**src/rtl/rqba_pkg.sv**
```systemverilog
// Shared types and constants for the ring queue with bulk access.
// Used by every module of the block except rqba_ram; depends on nothing.
package rqba_pkg;

   // Field widths of the item, result and ring size channels
   localparam int MODE_W  = 3;
   localparam int LEN_W   = 9;
   localparam int ELEM_W  = 8;
   localparam int CNT_W   = 8;
   localparam int QSIZE_W = 9;

   // Smallest usable ring size
   localparam int QSIZE_MIN = 2;

   // Request codes
   localparam logic [MODE_W-1:0] MODE_WRITE   = 3'd0;
   localparam logic [MODE_W-1:0] MODE_READ    = 3'd1;
   localparam logic [MODE_W-1:0] MODE_SCAN    = 3'd2;
   localparam logic [MODE_W-1:0] MODE_DISCARD = 3'd3;
   localparam logic [MODE_W-1:0] MODE_CLEAR   = 3'd4;

   typedef struct packed {
      logic [MODE_W-1:0] mode;
      logic [LEN_W-1:0]  length;
      logic [ELEM_W-1:0] data_in;
   } rqba_req_type;

   typedef struct packed {
      logic [ELEM_W-1:0] data_out;
      logic              ok;
      logic              last;
      logic [CNT_W-1:0]  fill_count;
      logic [CNT_W-1:0]  free_space;
   } rqba_rsp_type;

   // Controller to datapath
   typedef struct packed {
      logic take;       // item accepted this cycle
      logic rd_start;   // first slot fetch of a read or scan, from the read pointer
      logic rd_next;    // further slot fetch, from the scan position
      logic rd_remove;  // fetch removes the element (read, not scan)
      logic rd_last;    // fetch yields the final result of the item
   } rqba_cmd_type;

   // Datapath to controller
   typedef struct packed {
      logic rd_legal;   // read or scan length is within limits and fill
   } rqba_status_type;

endpackage

```
**src/rtl/rqba_ram.sv**
```systemverilog
// Generic single-write, single-read RAM with registered read data.
// Stand-alone; no package needed.
module rqba_ram #(
   parameter int WIDTH = 8,
   parameter int DEPTH = 256
) (
   input  logic                                    clock,
   input  logic                                    we,
   input  logic [((DEPTH > 1) ? $clog2(DEPTH) : 1)-1:0] waddr,
   input  logic [WIDTH-1:0]                        wdata,
   input  logic [((DEPTH > 1) ? $clog2(DEPTH) : 1)-1:0] raddr,
   output logic [WIDTH-1:0]                        rdata
);

   logic [WIDTH-1:0] mem_ff [DEPTH];
   logic [WIDTH-1:0] rdata_ff;

   always_ff @(posedge clock) begin
      if (we) begin
         mem_ff[waddr] <= wdata;
      end
      rdata_ff <= mem_ff[raddr];
   end

   assign rdata = rdata_ff;

endmodule

```
**src/rtl/rqba_ctrl.sv**
```systemverilog
// Controller of the ring queue: accepts items and sequences the slot fetches
// of multi-element reads and scans. Uses rqba_pkg.
module rqba_ctrl #(
   parameter int MAX_BURST = 64
) (
   input  logic                      clock,
   input  logic                      reset,
   input  logic                      start,
   input  rqba_pkg::rqba_req_type    req_item,
   input  rqba_pkg::rqba_status_type status,
   output rqba_pkg::rqba_cmd_type    cmd,
   output logic                      busy
);
   import rqba_pkg::*;

   localparam int CW = $clog2(MAX_BURST + 1);

   localparam logic [0:0] ST_IDLE = 1'b0;
   localparam logic [0:0] ST_RUN  = 1'b1;

   logic [0:0]    state_ff, state_in;
   logic [CW-1:0] cnt_ff, cnt_in;
   logic          remove_ff, remove_in;
   logic          is_fetch;

   always_comb begin
      state_in  = state_ff;
      cnt_in    = cnt_ff;
      remove_in = remove_ff;
      cmd       = '0;
      is_fetch  = (req_item.mode == MODE_READ) || (req_item.mode == MODE_SCAN);
      case (state_ff)
         ST_IDLE: begin
            cmd.take = start;
            if (start && is_fetch && status.rd_legal) begin
               cmd.rd_start  = 1'b1;
               cmd.rd_remove = (req_item.mode == MODE_READ);
               cmd.rd_last   = (req_item.length == LEN_W'(1));
               if (!cmd.rd_last) begin
                  // remaining fetches after the first one
                  state_in  = ST_RUN;
                  cnt_in    = CW'(req_item.length - LEN_W'(1));
                  remove_in = cmd.rd_remove;
               end
            end
         end
         ST_RUN: begin
            cmd.rd_next   = 1'b1;
            cmd.rd_remove = remove_ff;
            cmd.rd_last   = (cnt_ff == CW'(1));
            cnt_in        = cnt_ff - CW'(1);
            if (cmd.rd_last) begin
               state_in = ST_IDLE;
            end
         end
         default: begin
            state_in = ST_IDLE;
         end
      endcase
   end

   always_ff @(posedge clock) begin
      if (reset) begin
         state_ff  <= ST_IDLE;
         cnt_ff    <= '0;
         remove_ff <= 1'b0;
      end else begin
         state_ff  <= state_in;
         cnt_ff    <= cnt_in;
         remove_ff <= remove_in;
      end
   end

   assign busy = (state_ff == ST_RUN);

`ifndef ASSERT_OFF
   a_run_count: assert property (@(posedge clock) disable iff (reset)
      (state_ff == ST_RUN) |-> (cnt_ff != '0))
      else $error("fetch sequence running with zero count");

   a_run_ends: assert property (@(posedge clock) disable iff (reset)
      (state_ff == ST_RUN && cnt_ff == CW'(1)) |=> (state_ff == ST_IDLE))
      else $error("fetch sequence did not end after final fetch");
`endif

endmodule

```
**src/rtl/rqba_dp.sv**
```systemverilog
// Datapath of the ring queue: pointers, ring size, burst state, slot memory
// and result registers. Uses rqba_pkg and rqba_ram.
module rqba_dp #(
   parameter int DEPTH     = 256,
   parameter int MAX_BURST = 64
) (
   input  logic                                 clock,
   input  logic                                 reset,
   input  rqba_pkg::rqba_req_type               req_item,
   input  rqba_pkg::rqba_cmd_type               cmd,
   input  logic                                 csr_we,
   input  logic [rqba_pkg::QSIZE_W-1:0]         csr_wdata,
   output rqba_pkg::rqba_status_type            status,
   output logic                                 rsp_strobe,
   output rqba_pkg::rqba_rsp_type               rsp_item
);
   import rqba_pkg::*;

   localparam int AW   = (DEPTH > 1) ? $clog2(DEPTH) : 1;
   localparam int PW   = (AW < QSIZE_W) ? AW : QSIZE_W;
   localparam int QW   = PW + 1;
   localparam int XW   = (QW > LEN_W) ? QW : LEN_W;
   localparam int QRST = (DEPTH > 256) ? 256 : DEPTH;
   localparam int QMAX = (DEPTH > 511) ? 511 : DEPTH;
   localparam logic [QSIZE_W:0] QMAX_V = (QSIZE_W + 1)'(QMAX);

   logic [PW-1:0]     wr_ptr_ff, wr_ptr_in;
   logic [PW-1:0]     rd_ptr_ff, rd_ptr_in;
   logic [PW-1:0]     pos_ff, pos_in;
   logic [QW-1:0]     qsize_ff, qsize_in;
   logic [LEN_W-1:0]  brem_ff, brem_in;
   logic              bacc_ff, bacc_in;
   logic              rsp_vld_ff, rsp_vld_in;
   logic              rsp_ok_ff, rsp_ok_in;
   logic              rsp_last_ff, rsp_last_in;
   logic              rsp_dsel_ff, rsp_dsel_in;

   logic [QW-1:0]     fill;
   logic [QW-1:0]     room;
   logic [QW-1:0]     free;
   logic [XW-1:0]     len_x;
   logic [XW:0]       dsum;
   logic              acc;
   logic              store;
   logic              fetch;
   logic [PW-1:0]     rd_src;
   logic [PW-1:0]     rd_nxt;

   logic              ram_we;
   logic [AW-1:0]     ram_waddr;
   logic [AW-1:0]     ram_raddr;
   logic [ELEM_W-1:0] ram_rdata;

   function automatic logic [PW-1:0] ptr_inc(input logic [PW-1:0] p,
                                             input logic [QW-1:0] q);
      logic [QW-1:0] n;
      n = QW'(p) + QW'(1);
      return (n == q) ? '0 : PW'(n);
   endfunction

   // Occupancy from the pointers; both stay below the ring size
   always_comb begin
      if (wr_ptr_ff >= rd_ptr_ff) begin
         fill = QW'(wr_ptr_ff) - QW'(rd_ptr_ff);
      end else begin
         fill = QW'(wr_ptr_ff) + qsize_ff - QW'(rd_ptr_ff);
      end
      room = qsize_ff - fill;
      free = room - QW'(1);
   end

   assign len_x = XW'(req_item.length);
   assign status.rd_legal = (req_item.length != '0)
                         && (len_x <= XW'(MAX_BURST))
                         && (len_x <= XW'(fill));

   assign fetch  = cmd.rd_start || cmd.rd_next;
   assign rd_src = cmd.rd_start ? rd_ptr_ff : pos_ff;
   assign rd_nxt = ptr_inc(rd_src, qsize_ff);

   always_comb begin
      wr_ptr_in   = wr_ptr_ff;
      rd_ptr_in   = rd_ptr_ff;
      pos_in      = pos_ff;
      qsize_in    = qsize_ff;
      brem_in     = brem_ff;
      bacc_in     = bacc_ff;
      rsp_vld_in  = 1'b0;
      rsp_ok_in   = rsp_ok_ff;
      rsp_last_in = rsp_last_ff;
      rsp_dsel_in = rsp_dsel_ff;
      acc         = 1'b0;
      store       = 1'b0;
      ram_we      = 1'b0;
      dsum        = (XW + 1)'(rd_ptr_ff) + (XW + 1)'(req_item.length);

      if (cmd.take) begin
         rsp_vld_in  = 1'b1;
         rsp_last_in = 1'b1;
         rsp_dsel_in = 1'b0;
         rsp_ok_in   = 1'b1;
         case (req_item.mode)
            MODE_WRITE: begin
               if (brem_ff == '0) begin
                  // first element decides the whole burst
                  acc     = (len_x < XW'(room));
                  bacc_in = acc;
                  if (req_item.length != '0) begin
                     brem_in = req_item.length - LEN_W'(1);
                     store   = acc && (free != '0);
                  end
               end else begin
                  acc     = bacc_ff;
                  brem_in = brem_ff - LEN_W'(1);
                  store   = acc && (free != '0);
               end
               if (req_item.length == '0 && brem_ff == '0) begin
                  rsp_ok_in = acc;
               end else begin
                  rsp_ok_in = store;
               end
               if (store) begin
                  ram_we    = 1'b1;
                  wr_ptr_in = ptr_inc(wr_ptr_ff, qsize_ff);
               end
            end
            MODE_READ, MODE_SCAN: begin
               // legal requests are answered by the fetch path
               if (!status.rd_legal) begin
                  rsp_ok_in = 1'b0;
               end else begin
                  rsp_vld_in = 1'b0;
               end
            end
            MODE_DISCARD: begin
               if (len_x > XW'(fill)) begin
                  wr_ptr_in = '0;
                  rd_ptr_in = '0;
               end else begin
                  if (dsum >= (XW + 1)'(qsize_ff)) begin
                     dsum = dsum - (XW + 1)'(qsize_ff);
                  end
                  rd_ptr_in = PW'(dsum);
               end
            end
            MODE_CLEAR: begin
               wr_ptr_in = '0;
               rd_ptr_in = '0;
            end
            default: begin
               rsp_ok_in = 1'b0;
            end
         endcase
      end

      if (fetch) begin
         pos_in      = rd_nxt;
         rsp_vld_in  = 1'b1;
         rsp_ok_in   = 1'b1;
         rsp_last_in = cmd.rd_last;
         rsp_dsel_in = 1'b1;
         if (cmd.rd_remove) begin
            rd_ptr_in = rd_nxt;
         end
      end

      if (csr_we) begin
         if (csr_wdata < QSIZE_W'(QSIZE_MIN)) begin
            qsize_in = QW'(QSIZE_MIN);
         end else if ({1'b0, csr_wdata} > QMAX_V) begin
            qsize_in = QW'(QMAX);
         end else begin
            qsize_in = QW'(csr_wdata);
         end
         wr_ptr_in = '0;
         rd_ptr_in = '0;
         brem_in   = '0;
         bacc_in   = 1'b0;
      end
   end

   always_ff @(posedge clock) begin
      if (reset) begin
         wr_ptr_ff  <= '0;
         rd_ptr_ff  <= '0;
         qsize_ff   <= QW'(QRST);
         brem_ff    <= '0;
         bacc_ff    <= 1'b0;
         rsp_vld_ff <= 1'b0;
      end else begin
         wr_ptr_ff  <= wr_ptr_in;
         rd_ptr_ff  <= rd_ptr_in;
         qsize_ff   <= qsize_in;
         brem_ff    <= brem_in;
         bacc_ff    <= bacc_in;
         rsp_vld_ff <= rsp_vld_in;
      end
   end

   always_ff @(posedge clock) begin
      pos_ff      <= pos_in;
      rsp_ok_ff   <= rsp_ok_in;
      rsp_last_ff <= rsp_last_in;
      rsp_dsel_ff <= rsp_dsel_in;
   end

   assign ram_waddr = AW'(wr_ptr_ff);
   assign ram_raddr = AW'(rd_src);

   rqba_ram #(
      .WIDTH (ELEM_W),
      .DEPTH (DEPTH)
   ) u_slots (
      .clock (clock),
      .we    (ram_we),
      .waddr (ram_waddr),
      .wdata (req_item.data_in),
      .raddr (ram_raddr),
      .rdata (ram_rdata)
   );

   assign rsp_strobe          = rsp_vld_ff;
   assign rsp_item.data_out   = rsp_dsel_ff ? ram_rdata : '0;
   assign rsp_item.ok         = rsp_ok_ff;
   assign rsp_item.last       = rsp_last_ff;
   assign rsp_item.fill_count = CNT_W'(fill);
   assign rsp_item.free_space = CNT_W'(free);

`ifndef ASSERT_OFF
   a_wr_ptr_range: assert property (@(posedge clock) disable iff (reset)
      QW'(wr_ptr_ff) < qsize_ff)
      else $error("write pointer outside ring");

   a_rd_ptr_range: assert property (@(posedge clock) disable iff (reset)
      QW'(rd_ptr_ff) < qsize_ff)
      else $error("read pointer outside ring");

   a_no_rw_clash: assert property (@(posedge clock) disable iff (reset)
      !(ram_we && fetch))
      else $error("slot write and fetch in the same cycle");
`endif

endmodule

```
**src/rtl/ring_queue_bulk_access.sv**
```systemverilog
// Ring queue with bulk access: circular element queue with burst writes,
// multi-element reads and scans, discard and clear.
// Built from rqba_ctrl and rqba_dp; uses rqba_pkg.
//
// Items enter on req_item and are taken at a clock edge where start is high
// and busy is low. Results leave on rsp_item, each valid for the single cycle
// in which rsp_strobe is high; the receiver cannot stall them.
// Write, discard, clear, refused and unknown requests give one result in the
// cycle after acceptance, and a new item can be taken every cycle.
// A read or scan of n elements gives n results back to back, the first in the
// cycle after acceptance; busy stays high during the later fetches, since
// every element is one fetch through the single read port of the slot memory.
// The next item can be taken in the cycle that carries the final result.
// csr_we with csr_wdata sets the ring size (clamped to 2..DEPTH, at most 511)
// and empties the queue; write it only while no results are pending.
// Synchronous reset empties the queue, ends any open write burst and sets the
// ring size to 256 (or DEPTH if smaller). Slot contents are not cleared.
module ring_queue_bulk_access #(
   parameter int DEPTH     = 256,
   parameter int MAX_BURST = 64
) (
   input  logic                         clock,
   input  logic                         reset,
   input  logic                         start,
   output logic                         busy,
   input  rqba_pkg::rqba_req_type       req_item,
   output logic                         rsp_strobe,
   output rqba_pkg::rqba_rsp_type       rsp_item,
   input  logic                         csr_we,
   input  logic [rqba_pkg::QSIZE_W-1:0] csr_wdata
);
   import rqba_pkg::*;

   rqba_cmd_type    cmd;
   rqba_status_type status;

   rqba_ctrl #(
      .MAX_BURST (MAX_BURST)
   ) u_ctrl (
      .clock    (clock),
      .reset    (reset),
      .start    (start),
      .req_item (req_item),
      .status   (status),
      .cmd      (cmd),
      .busy     (busy)
   );

   rqba_dp #(
      .DEPTH     (DEPTH),
      .MAX_BURST (MAX_BURST)
   ) u_dp (
      .clock      (clock),
      .reset      (reset),
      .req_item   (req_item),
      .cmd        (cmd),
      .csr_we     (csr_we),
      .csr_wdata  (csr_wdata),
      .status     (status),
      .rsp_strobe (rsp_strobe),
      .rsp_item   (rsp_item)
   );

endmodule
```
**config.mk**
```make
export PLATFORM = sky130hd
export DESIGN_NAME = ring_queue_bulk_access
export DESIGN_NICKNAME = d
export VERILOG_FILES = /design/src/rtl/rqba_pkg.sv /design/src/rtl/rqba_ram.sv /design/src/rtl/rqba_ctrl.sv /design/src/rtl/rqba_dp.sv /design/src/rtl/ring_queue_bulk_access.sv
export SDC_FILE = /design/constraint.sdc
export NUM_CORES = 2
export LEC_CHECK = 0
export BUFFER_PORTS_ARGS = -buffer_cell sky130_fd_sc_hd__buf_2
export CAP_MARGIN = 10
export CORE_MARGIN = 2
export CORE_UTILIZATION = 30
export CTS_CLUSTER_DIAMETER = 200
export DETAILED_ROUTE_END_ITERATION = 10
export GPL_TIMING_DRIVEN = 0
export SLEW_MARGIN = 15
export SYNTH_ARGS = -nofsm -noshare
export SYNTH_HDL_FRONTEND = slang
export SYNTH_SLANG_ARGS = --single-unit
```
**constraint.sdc**
```tcl
create_clock -name clock -period 13.7 [get_ports clock]
set_clock_uncertainty 0.2 [all_clocks]
set_input_delay 2.74 -clock clock [delete_from_list [all_inputs] [get_ports clock]]
set_output_delay 2.74 -clock clock [all_outputs]
set_load 0.01 [all_outputs]
```
==> flow_summary.ini <==
[critical_path]
timing.critical_path.from = u_dp.qsize_ff[3]
worstReg2RegStart = u_dp.qsize_ff[3]
worstReg2RegEnd = u_dp.u_slots.rdata[0]
crit_path_max_fo = 10
timing.reg2reg.worst_path_depth = 31
crit_path_start_kind = register
setup.reg_to_reg.worst_slack_ns = 2.17
setup.worst_path.class = reg2reg
worstPathArrival_ns = 11.99
worstSetupEndpoint = u_dp.u_slots.rdata[0]
critical_path.most_common_cell = o21ai_0
worstSetupEndpointType = register
required_ns = 14.16
timing.critical_path.slowest_stage_cell = nor4_1
critPathMaxStageDelay_ns = 1.06

[route]
total_met2_wirelength_after_detailed_routing_um = 131000
wirelength_um = 304000
drt.antenna.violating_nets = 0
topRoutingLayerUsed = met5
dr_total_vias = 55439
drt_first_iter_violations = 9824
drc = 0
detailroute.wirelength.met3_um = 42400
first_pass_iters = 6
detail_route.vias_per_cell = 5.87
routedLengthMet1_um = 111000
avg_wl_per_cell_um = 32.1

[timing]
finalWorstSetupSlack_ns = 2.17
achievable-frequency_ghz = 0.0868
timing.setup.tns_ns = 0
timing.final.crit_share = 0.841
setup_violations = 0
timing_worst_slew_pin_value_ns = 1.45
max-slew-margin-rel = 0.0260
max_slew_violation_count = 0
finalHoldViolations = 0
grt_setup_unrepaired = false
final_critical_delay_including_setup_and_external_delays_ns = 11.53

[placed_design]
dp.final_hpwl_um = 208000
final_weighted_congestion_in_routability_driven_placement = 1.00
portBuffers = 59
placed_area_um2 = 87300
post-place-ws_ns = 2.83
dpl.cell_count = 9062

[layout]
final_cell_area_um2 = 94100
nFillCells = 25789
number_of_nets_in_the_final_layout = 5808
fin_cells = 9448
final_layout_size_suffix_gt1_frac = 0.113
area_growth_syn_to_layout_pct = 15.0

[clocking]
tritoncts = built
tritoncts_num_sinks = 2112
clock_path_buffers = 3
post_cts_hold_buffer_count = 0
cts_resized = 0
numCtsBuffers = 204
worstSkewPairLatency_ns = 0.87
cts.root.buffer_cell = clkbuf_16
cts_setup_buffers = 0
cts_htree_levels = 4
clkSlewWorstSetupHoldPaths_ns = 0.06

[power]
power.total_mw = 13.3
power.ir.vdd_worst_v = 0.000144
pleak_nw = 28.9
cellPowerDensity_nw_per_um2 = 141

[global_routing]
grt_overflow_total = 0
grt_antenna_before_repair = 23
groute.usage.overall = 0.211
first_pass_grt_wire_length_um = 411000
grt_pass1_vias = 51986
grt_max_degree = 139

[floorplanning]
pin_count = 61
core.rowCount = 191
die_w_um = 526
starting_density_of_the_core = 0.302
die_h_um = 526
floorplan.core_area_um2 = 271000
design.die.area_um2 = 277000

[synthesis]
yosysSeqAreaShare = 0.768
synth_top_area_cell = edfxtp_1
ys_ff_latch = 2112
edff_count_synth = 2057
postSynthNetCount = 5518
ys_dominant_reg_cell = edfxtp_1
synth.yosys.warnings = 0
synthCells = 5408
yosys.cell_types.count = 87
synth.top_cell.area_share = 0.755
syn-cell-area_um2 = 81800
syn-mean-instance-area_um2 = 15.1
async_reset_ff_frac = 0
synth.top_cells.by_area = edfxtp_1 (75%), o22ai_1 (7.4%), o21ai_0 (2.2%)

[flow_run]
cap_violations = 0

[worst_hold_path]
worstHoldPathType = reg2reg

[run_status]
outcome = finished clean
## placed cells by master (no fill, tap or decap), drive strengths merged, types with 10 or more instances in the layout
cell       n
a21oi     59
a22oi     14
bufinv    22
xnor2     50
edfxtp  2057
nand2    141
nor2     481
nor4      95
o221ai    22
inv       94
ha        65
fa        12
o211ai    25
buf      299
or4       13
nor2b     12
nand4     83
nor3     174
dfxtp     55
and2      17
and3      12
mux2      10
o22ai    967
o21ai    393
clkbuf   374
mux2i     26
o31ai     10
nand3     26
clkinv    91
xor2      16
a21o      24
a31oi     25
## cell type report
| cell class | count | area (um2) | area share |
|---|---|---|---|
| Multi-Input combinational cell | 2872 | 17100 | 0.182 |
| Sequential cell | 2112 | 62900 | 0.668 |
| Antenna cell | 8 | 20.0 | 0.000213 |
| Inverter | 89 | 334 | 0.00355 |
| Buffer | 335 | 1630 | 0.0173 |
| Timing Repair Buffer | 84 | 966 | 0.0103 |
| Clock buffer | 254 | 5410 | 0.0574 |
| Tap cell | 3570 | 4470 | 0.0474 |
| Clock inverter | 124 | 1360 | 0.0144 |
## worst min-delay path by stage
stage	slack [ns]	cells after the start	end	start
floorplan	0.24	2	u_ctrl.remove_ff	u_ctrl.remove_ff
global placement	0.26	2	u_ctrl.remove_ff	u_ctrl.remove_ff
detailed placement	0.26	2	u_ctrl.remove_ff	u_ctrl.remove_ff
CTS	0.27	2	u_ctrl.remove_ff	u_ctrl.remove_ff
global route	0.29	2	u_ctrl.remove_ff	u_ctrl.remove_ff
finish	0.28	2	u_ctrl.remove_ff	u_ctrl.remove_ff
## logic make-up (layout without fill, tap and decap cells)
group | after synthesis | after routing | synth area share
flip-flops | 2112 | 2112 | 0.768
AO/OA/AOI/OAI | 1600 | 1600 | 0.120
AND/OR/NAND/NOR | 1091 | 1091 | 0.0627
buffers and inverters | 424 | 886 | 0.0235
adder cells (fa/ha/maj) | 77 | 77 | 0.0129
XOR/XNOR | 68 | 68 | 0.00761
multiplexers | 36 | 36 | 0.00489
other | 0 | 8 | 0
## power by group
part	internal, mW	leakage [nW]	switching [mW]
combinational	0.121	6.68	0.336
clock	3.23	3.30	2.50
sequential	7.09	18.9	0.00630
total	10.4	28.9	2.84
## critical path: cells and delay by family (launching register included)
family	cells	cell delay, ns
buffers and inverters	7	2.93
xor gates and xnor gates	2	0.38
AOI/OAI and AO/OA	14	4.06
and+or+nand+nor	5	2.35
adders and majority gates	3	1.06
DFF	1	0.31
## sequential cells by signal, indices dropped and copies added (netlist names)
register	count
u_ctrl.remove_ff	1
u_dp.brem_ff	9
u_dp.rsp_dsel_ff	1
u_dp.u_slots.rdata	8
u_dp.rd_ptr_ff	8
u_dp.pos_ff	8
u_dp.bacc_ff	1
u_dp.qsize_ff	9
u_dp.rsp_strobe	1
u_dp.u_slots.mem_ff	2048
u_ctrl.busy	1
u_dp.rsp_last_ff	1
u_dp.ram_waddr	8
u_dp.rsp_ok_ff	1
u_ctrl.cnt_ff	7
## per-stage QoR
stage / util / hold WS, ns
finish: 0.347 / 0.276
global route: 0.347 / 0.290
CTS: 0.347 / 0.274
detailed placement: 0.322 / 0.262
global placement: 0.320 / 0.258
floorplan: - / 0.237
## Yosys cell counts, types with 17 or more instances
| cell | count |
|---|---|
| edfxtp_1 | 2057 |
| o22ai_1 | 967 |
| nor2_1 | 481 |
| o21ai_0 | 362 |
| nor3_1 | 173 |
| buf_2 | 164 |
| nand2_1 | 141 |
| clkbuf_1 | 118 |
| nor4_1 | 92 |
| inv_1 | 89 |
| nand4_1 | 83 |
| ha_1 | 65 |
| a21oi_1 | 55 |
| dfxtp_1 | 55 |
| xnor2_1 | 50 |
| buf_4 | 30 |
| o21ai_1 | 29 |
| nand3_1 | 26 |
| o211ai_1 | 25 |
| a21o_1 | 24 |
| a31oi_1 | 23 |
| o221ai_1 | 22 |
| mux2i_1 | 21 |
| buf_1 | 20 |
| and2_1 | 17 |
## per-layer routing
layer / GRT usage / vias up
li1: - / 22367
met1: 0.271 / 27853
met2: 0.316 / 4413
met3: 0.0662 / 802
met4: 0.117 / 4
met5: 0 / -
No activity file was read; power rests on OpenSTA's default activity.
